--- config.mk ---
export PLATFORM = sky130hd
export DESIGN_NAME = lpht_mod
export DESIGN_NICKNAME = d
export VERILOG_FILES = /design/src/design/lpht_mod.sv
export SDC_FILE = /design/constraint.sdc
export NUM_CORES = 1
export LEC_CHECK = 0
export CORE_AREA = 2 2 39 41
export CTS_CLUSTER_DIAMETER = 60
export DETAILED_ROUTE_END_ITERATION = 10
export DIE_AREA = 0 0 41 43
export DONT_BUFFER_PORTS = 1
export PLACE_DENSITY = 0.52
export SLEW_MARGIN = 20
export SYNTH_ARGS = -nofsm -noshare
export SYNTH_HDL_FRONTEND = slang
export SYNTH_SLANG_ARGS = --single-unit
--- constraint.sdc ---
create_clock -name clk_i -period 0.8 [get_ports clk_i]
set_input_delay 0.08 -clock clk_i [delete_from_list [all_inputs] [get_ports clk_i]]
set_output_delay 0.08 -clock clk_i [all_outputs]
set_load 0.02 [all_outputs]
--- src/design/lpht_mod.sv ---
`default_nettype none

module lpht_mod #(
  parameter int unsigned TABLE_SIZE = 128,
  parameter int unsigned KEY_W      = 16
) (
  input  wire logic                          clk_i,
  input  wire logic [KEY_W-1:0]              key_i,
  output logic      [$clog2(TABLE_SIZE)-1:0] home_o
);

  localparam int unsigned IW = $clog2(TABLE_SIZE);
  localparam int unsigned TW = $clog2(TABLE_SIZE + 1);
  localparam logic [KEY_W-1:0] RECIP = KEY_W'((2 ** KEY_W) / TABLE_SIZE);
  localparam logic [KEY_W+TW-1:0] T_EXT = (KEY_W + TW)'(TABLE_SIZE);

  logic [2*KEY_W-1:0]  prod_q;
  logic [KEY_W-1:0]    key1_q;
  logic [KEY_W-1:0]    key2_q;
  logic [KEY_W-1:0]    qt_q;
  logic [KEY_W-1:0]    quot;
  logic [KEY_W+TW-1:0] qt_full;
  logic [KEY_W-1:0]    diff;
  logic [KEY_W-1:0]    rem;

  // quotient estimate is low by at most one, so one correction step remains
  assign quot    = prod_q[2*KEY_W-1:KEY_W];
  assign qt_full = (KEY_W + TW)'(quot) * T_EXT;
  assign diff    = key2_q - qt_q;
  assign rem     = ((KEY_W + TW)'(diff) >= T_EXT) ? diff - KEY_W'(TABLE_SIZE) : diff;

  always_ff @(posedge clk_i) begin
    prod_q <= (2 * KEY_W)'(key_i) * (2 * KEY_W)'(RECIP);
    key1_q <= key_i;
    qt_q   <= qt_full[KEY_W-1:0];
    key2_q <= key1_q;
    home_o <= IW'(rem);
  end

endmodule

`default_nettype wire

==> flow_results.xml, run 1 <==
<?xml version="1.0" encoding="UTF-8"?>
<metrics>
  <group name="outcome">
    <metric name="run_status" unit="">finished, final reports clean</metric>
  </group>
  <group name="power">
    <metric name="irDropWorstVdd" unit="V">0.000795</metric>
    <metric name="cellLeakagePower" unit="nW">0.226</metric>
    <metric name="power.density_cell_area" unit="mW/mm²">2910</metric>
  </group>
  <group name="synthesis">
    <metric name="top_cell_type_s_share_of_synthesized_area" unit="">1.00</metric>
    <metric name="yosysMostFrequentCell" unit="">sky130_fd_sc_hd__dfxtp_1</metric>
    <metric name="netlist_top_cells_area" unit="">sky130_fd_sc_hd__dfxtp_1 100%</metric>
    <metric name="average_size_of_a_mapped_cell" unit="µm²">20.0</metric>
    <metric name="asr_flop_ratio_synth" unit="">0</metric>
    <metric name="synth_seq_area_share" unit="">1.00</metric>
    <metric name="syn_area" unit="µm²">420</metric>
    <metric name="yosys_warnings" unit="">0</metric>
    <metric name="syn-num-nets" unit="">38</metric>
    <metric name="post_synth_inst_count" unit="">21</metric>
    <metric name="synthDominantAreaCellType" unit="">sky130_fd_sc_hd__dfxtp_1</metric>
    <metric name="edff_count_synth" unit="">0</metric>
    <metric name="synth_cell_type_count" unit="">1</metric>
    <metric name="ys.flop_type" unit="">sky130_fd_sc_hd__dfxtp_1</metric>
    <metric name="post_synth_most_frequent_cells" unit="">21 x sky130_fd_sc_hd__dfxtp_1</metric>
    <metric name="yosys_register_bits" unit="">21</metric>
  </group>
  <group name="worst_setup_path">
    <metric name="worst_r2r_path_depth" unit="">0</metric>
    <metric name="crit_path_start_kind" unit="">flip-flop</metric>
    <metric name="critPathArrivalTime" unit="ns">0.68</metric>
    <metric name="crit_path_max_fanout" unit="">1</metric>
    <metric name="cp.depth" unit="">0</metric>
    <metric name="cp-end-kind" unit="">primary output</metric>
    <metric name="worst-setup-path-type" unit="">flip-flop to primary output</metric>
    <metric name="critPathRequiredTime" unit="ns">0.72</metric>
  </group>
  <group name="hold_path">
    <metric name="hold_path.class" unit="">input port to flip-flop</metric>
    <metric name="hold-path-cell-count" unit="">1</metric>
  </group>
  <group name="routing">
    <metric name="avgRoutedWirePerCell" unit="µm">9.69</metric>
    <metric name="drt.antenna.violating_nets" unit="">0</metric>
    <metric name="detail_route.vias_per_cell" unit="">3.58</metric>
    <metric name="drt_first_pass_iters" unit="">1</metric>
    <metric name="totalWireLength" unit="µm">465</metric>
    <metric name="drc" unit="">0</metric>
    <metric name="route.vias.total" unit="">172</metric>
    <metric name="drt_iter0_drc" unit="">0</metric>
  </group>
  <group name="sta">
    <metric name="report.final.slew_viol_count" unit="">0</metric>
    <metric name="report.final.setup_viol" unit="">0</metric>
    <metric name="fmax" unit="MHz">1310</metric>
    <metric name="relative_slew_slack" unit="">0.920</metric>
    <metric name="fin_crit" unit="ns">0.764</metric>
    <metric name="final-hold-violation-count" unit="">0</metric>
    <metric name="tightestPinTransition" unit="ns">0.120</metric>
    <metric name="final_min_period_over_clock_period" unit="">0.955</metric>
    <metric name="skew" unit="ns">0.000662</metric>
    <metric name="timing.hold.ws" unit="ns">0.325</metric>
    <metric name="accumulated_negative_setup_slack" unit="ns">0</metric>
    <metric name="rsz_0062_raised_after_global_routing" unit="">yes</metric>
  </group>
  <group name="clocking">
    <metric name="tritoncts_buffers" unit="">3</metric>
    <metric name="ctsLongestPathBuffers" unit="">2</metric>
    <metric name="clock_tree_from_tritoncts" unit="">built</metric>
    <metric name="cts_root_buf" unit="">sky130_fd_sc_hd__clkbuf_4</metric>
    <metric name="cts_htree_levels" unit="">1</metric>
    <metric name="clock_insertion_delay_worst_skew" unit="ns">0.29</metric>
    <metric name="cts.reportedPaths.clkPinSlew" unit="ns">0.11</metric>
    <metric name="clock_sink_count" unit="">21</metric>
  </group>
  <group name="final_layout">
    <metric name="multi_input_comb_area" unit="µm²">0</metric>
    <metric name="multi_input_comb_cells" unit="">0</metric>
    <metric name="post_route_cells_drive_above_1_share" unit="">0.344</metric>
    <metric name="final_core_occ" unit="">0.404</metric>
    <metric name="stdcell_area" unit="µm²">559</metric>
    <metric name="number_of_antenna_repair_diodes" unit="">0</metric>
    <metric name="fin_nets" unit="">50</metric>
    <metric name="fillCellCount" unit="">134</metric>
    <metric name="synthToLayoutAreaGrowth" unit="%">33.0</metric>
  </group>
  <group name="placed_design">
    <metric name="place_congestion" unit="">0.544</metric>
    <metric name="numPortBuffers" unit="">0</metric>
    <metric name="placement.cell_area" unit="µm²">440</metric>
  </group>
  <group name="floorplanning">
    <metric name="top_level_ports" unit="">24</metric>
    <metric name="chipWidth" unit="µm">41</metric>
    <metric name="effective_utilization_at_floorplan" unit="">0.304</metric>
    <metric name="dieArea" unit="mm²">0.00176</metric>
    <metric name="placement_rows" unit="">14</metric>
    <metric name="core" unit="mm²">0.00138</metric>
    <metric name="die_span_y" unit="µm">43</metric>
  </group>
  <group name="global_routing">
    <metric name="grt_first_pass_wirelength" unit="µm">676</metric>
    <metric name="grt_start_max_net_pins" unit="">13</metric>
    <metric name="antenna_found_initial" unit="">0</metric>
    <metric name="globalRouteOverflowTotal" unit="">0</metric>
    <metric name="number_of_global_route_vias_before_repair" unit="">160</metric>
    <metric name="gr-usage-all-layers" unit="">0.0689</metric>
  </group>
  <group name="job">
    <metric name="max-cap-violations" unit="">0</metric>
  </group>
</metrics>
-- power breakdown --
| group | switching [mW] | internal (mW) |
|---|---|---|
| combinational | 0.00373 | 0.0225 |
| clock | 0.283 | 0.186 |
| sequential | 0.0377 | 1.10 |
| total | 0.324 | 1.30 |
-- sequential cells by signal (all words and copies together), names as in the netlist --
register / flops
home_o: 7
key1_q: 7
key2_q: 7
-- stage by stage --
stage | cells | power, mW | setup slack [ns]
floorplan | 21 | 1.16 | 0.325
global placement | 37 | 1.16 | 0.315
detailed placement | 37 | 1.16 | 0.307
CTS | 48 | 1.67 | 0.0160
global route | 48 | 1.73 | -0.0183
finish | 48 | 1.63 | 0.0356
-- cell families (layout without fill, tap and decap cells) --
logic type             after synthesis  after routing  share of synthesized area
DFF                                 21             21                       1.00
buffers and inverters                0             11                          0
-- repair_timing --
action                                  4_1_cts  5_1_grt
buffers inserted                              0        0
hold buffers                                  7        0
gates resized for setup                       7        5
endpoints found under the hold margin         7        0
endpoints found under the setup margin        7        5
-- worst paths after layout --
check	from	endpoint	slack, ns
min	key_i[1]	key1_q[1]$_DFF_P_	0.32
max reg2reg	key2_q[0]$_DFF_P_	home_o[0]$_DFF_P_	0.39
max	home_o[1]$_DFF_P_	home_o[1]	0.04
min reg2reg	key2_q[2]$_DFF_P_	home_o[2]$_DFF_P_	0.33
-- cell type report --
cell class            instances  area (µm²)  area share
clock buffer                  3        22.5      0.0403
clock inverter                1        5.00     0.00895
sequential                   21         442       0.790
tap                          16        20.0      0.0358
timing repair buffer          7        70.1       0.125
-- placed cells by master (no fill, tap or decap) --
| master | instances |
|---|---|
| sky130_fd_sc_hd__clkbuf_4 | 3 |
| sky130_fd_sc_hd__dfxtp_4 | 5 |
| sky130_fd_sc_hd__dfxtp_2 | 2 |
| sky130_fd_sc_hd__clkinv_2 | 1 |
| sky130_fd_sc_hd__dfxtp_1 | 14 |
| sky130_fd_sc_hd__dlygate4sd3_1 | 7 |
-- layer usage --
metal / GRT usage / vias up / wire [µm]
li1: - / 84 / -
met1: 0.0762 / 76 / 174
met2: 0.0750 / 12 / 241
met3: 0.0471 / 0 / 49
met4: 0.0800 / 0 / 0
met5: 0 / - / 0
(Power assumes the default switching activity.)
==> run 2, diff against run 1 <==
- PLACE_DENSITY: 0.52 -> 0.46
==> run 2 against run 1 <==
Effect of this change:
- final cell count did not move
- setup slack barely moved
- final area fell by 1.3%
- clock skew barely moved
- count of clock-buffer cells in the layout did not move
- non-clock buffer count did not move
- die area did not move
- global-route usage fell by 1.2 points
- sequential power barely moved
- largest cell class unchanged
==> flow_results.xml, run 2 (same netlist as run 1, synthesis figures left out) <==
<?xml version="1.0" encoding="UTF-8"?>
<metrics>
  <group name="clocking">
    <metric name="clock_insertion_delay_worst_skew" unit="ns">0.29</metric>
    <metric name="clock_sink_count" unit="">21</metric>
    <metric name="clock_tree_from_tritoncts" unit="">built</metric>
    <metric name="cts_htree_levels" unit="">1</metric>
    <metric name="cts_root_buf" unit="">sky130_fd_sc_hd__clkbuf_4</metric>
    <metric name="ctsLongestPathBuffers" unit="">2</metric>
    <metric name="cts.reportedPaths.clkPinSlew" unit="ns">0.10</metric>
    <metric name="tritoncts_buffers" unit="">3</metric>
  </group>
  <group name="final_layout">
    <metric name="fin_nets" unit="">50</metric>
    <metric name="final_core_occ" unit="">0.399</metric>
    <metric name="number_of_antenna_repair_diodes" unit="">0</metric>
    <metric name="multi_input_comb_area" unit="µm²">0</metric>
    <metric name="stdcell_area" unit="µm²">552</metric>
    <metric name="post_route_cells_drive_above_1_share" unit="">0.344</metric>
    <metric name="multi_input_comb_cells" unit="">0</metric>
    <metric name="synthToLayoutAreaGrowth" unit="%">31.3</metric>
    <metric name="most_common_cell_after_layout_fill_and_taps_aside" unit="">sky130_fd_sc_hd__dfxtp_1</metric>
    <metric name="reg_top3" unit="">home_o: 7 flops, key1_q: 7 flops, key2_q: 7 flops</metric>
    <metric name="mostFrequentLayoutCells" unit="">14 x sky130_fd_sc_hd__dfxtp_1, 7 x sky130_fd_sc_hd__dlygate4sd3_1, 5 x sky130_fd_sc_hd__dfxtp_2, 3 x sky130_fd_sc_hd__clkbuf_4, 2 x sky130_fd_sc_hd__dfxtp_4</metric>
  </group>
  <group name="worst_setup_path">
    <metric name="crit_path_start_kind" unit="">flip-flop</metric>
    <metric name="critPathRequiredTime" unit="ns">0.72</metric>
    <metric name="worst-setup-path-type" unit="">flip-flop to primary output</metric>
    <metric name="critPathArrivalTime" unit="ns">0.68</metric>
    <metric name="cp.depth" unit="">0</metric>
    <metric name="crit_path_max_fanout" unit="">1</metric>
    <metric name="cp-end-kind" unit="">primary output</metric>
    <metric name="worst_r2r_path_depth" unit="">0</metric>
  </group>
  <group name="sta">
    <metric name="accumulated_negative_setup_slack" unit="ns">0</metric>
    <metric name="skew" unit="ns">0.000826</metric>
    <metric name="final_min_period_over_clock_period" unit="">0.955</metric>
    <metric name="fmax" unit="MHz">1310</metric>
    <metric name="tightestPinTransition" unit="ns">0.122</metric>
    <metric name="final-hold-violation-count" unit="">0</metric>
    <metric name="relative_slew_slack" unit="">0.919</metric>
    <metric name="report.final.setup_viol" unit="">0</metric>
    <metric name="fin_crit" unit="ns">0.764</metric>
    <metric name="report.final.slew_viol_count" unit="">0</metric>
    <metric name="timing.final.ws_setup" unit="ns">0.0358</metric>
    <metric name="rsz_0062_raised_after_global_routing" unit="">yes</metric>
  </group>
  <group name="power">
    <metric name="irDropWorstVdd" unit="V">0.00123</metric>
    <metric name="cellLeakagePower" unit="nW">0.225</metric>
    <metric name="power.density_cell_area" unit="mW/mm²">2960</metric>
    <metric name="design_power_total" unit="mW">1.63</metric>
  </group>
  <group name="floorplanning">
    <metric name="core" unit="mm²">0.00138</metric>
    <metric name="top_level_ports" unit="">24</metric>
    <metric name="placement_rows" unit="">14</metric>
    <metric name="dieArea" unit="mm²">0.00176</metric>
    <metric name="effective_utilization_at_floorplan" unit="">0.304</metric>
    <metric name="die_span_y" unit="µm">43</metric>
    <metric name="chipWidth" unit="µm">41</metric>
  </group>
  <group name="routing">
    <metric name="drt_first_pass_iters" unit="">2</metric>
    <metric name="drc" unit="">0</metric>
    <metric name="avgRoutedWirePerCell" unit="µm">8.33</metric>
    <metric name="drt.antenna.violating_nets" unit="">0</metric>
    <metric name="route.vias.total" unit="">165</metric>
    <metric name="detail_route.vias_per_cell" unit="">3.44</metric>
    <metric name="drt_iter0_drc" unit="">1</metric>
    <metric name="totalWireLength" unit="µm">400</metric>
  </group>
  <group name="global_routing">
    <metric name="gr-usage-all-layers" unit="">0.0569</metric>
    <metric name="grt_first_pass_wirelength" unit="µm">593</metric>
    <metric name="antenna_found_initial" unit="">0</metric>
    <metric name="grt_start_max_net_pins" unit="">13</metric>
    <metric name="globalRouteOverflowTotal" unit="">0</metric>
    <metric name="number_of_global_route_vias_before_repair" unit="">146</metric>
  </group>
  <group name="placed_design">
    <metric name="place_congestion" unit="">0.571</metric>
    <metric name="numPortBuffers" unit="">0</metric>
    <metric name="placement.cell_area" unit="µm²">440</metric>
    <metric name="pre_cts_slack" unit="ns">0.302</metric>
  </group>
  <group name="job">
    <metric name="max-cap-violations" unit="">0</metric>
  </group>
  <group name="hold_path">
    <metric name="hold_path.class" unit="">input port to flip-flop</metric>
    <metric name="hold-path-cell-count" unit="">1</metric>
  </group>
  <group name="outcome">
    <metric name="run_status" unit="">finished, final reports clean</metric>
  </group>
</metrics>
==> run 2: cell types whose count changed in the layout (fill, tap and decap cells not counted) <==
cell	delta
sky130_fd_sc_hd__dfxtp_2	+3
sky130_fd_sc_hd__dfxtp_4	-3
==> run 2: where the power goes <==
part,internal [mW],switching [mW],total (mW)
clock network,0.186,0.282,0.468
logic,0.0224,0.00323,0.0256
registers,1.10,0.0370,1.14
total,1.31,0.322,1.63
==> run 2: timing repair <==
action,CTS,global route
hold endpoints to repair,7,0
endpoints found under the setup margin,7,2
hold buffers,7,0
buffers inserted,0,0
gates resized for setup,7,2
pin swaps,0,0
==> run 2: final timing paths <==
path / from / end / slack, ns
hold reg to reg: key2_q[5]$_DFF_P_ / home_o[5]$_DFF_P_ / 0.33
setup / recovery: home_o[1]$_DFF_P_ / home_o[1] / 0.04
setup reg to reg: key2_q[2]$_DFF_P_ / home_o[2]$_DFF_P_ / 0.39
hold / removal: key_i[1] / key1_q[1]$_DFF_P_ / 0.33
==> run 2: metal layers <==
| metal | wire [µm] | vias to the layer above | global-route usage | share of wire |
|---|---|---|---|---|
| li1 | - | 86 | - | - |
| met2 | 176 | 12 | 0.0563 | 0.44 |
| met1 | 165 | 67 | 0.0667 | 0.41 |
| met5 | 0 | - | 0 | 0 |
| met4 | 0 | 0 | 0.0400 | 0 |
| met3 | 58 | 0 | 0.0628 | 0.15 |
==> run 2: final cells by class <==
class                 instances  area [µm²]
clock buffer                  3        22.5
tap                          16        20.0
fill                        132         832
timing repair buffer          7        70.1
clock inverter                1        5.00
sequential                   21         434
==> run 2: stage by stage <==
| step | hold WS (ns) | std cells |
|---|---|---|
| after CTS | 0.315 | 48 |
| after detailed placement | 0.108 | 37 |
| after global routing | 0.308 | 48 |
| final | 0.328 | 48 |
| after floorplan | 0.108 | 21 |
| after global placement | 0.108 | 37 |
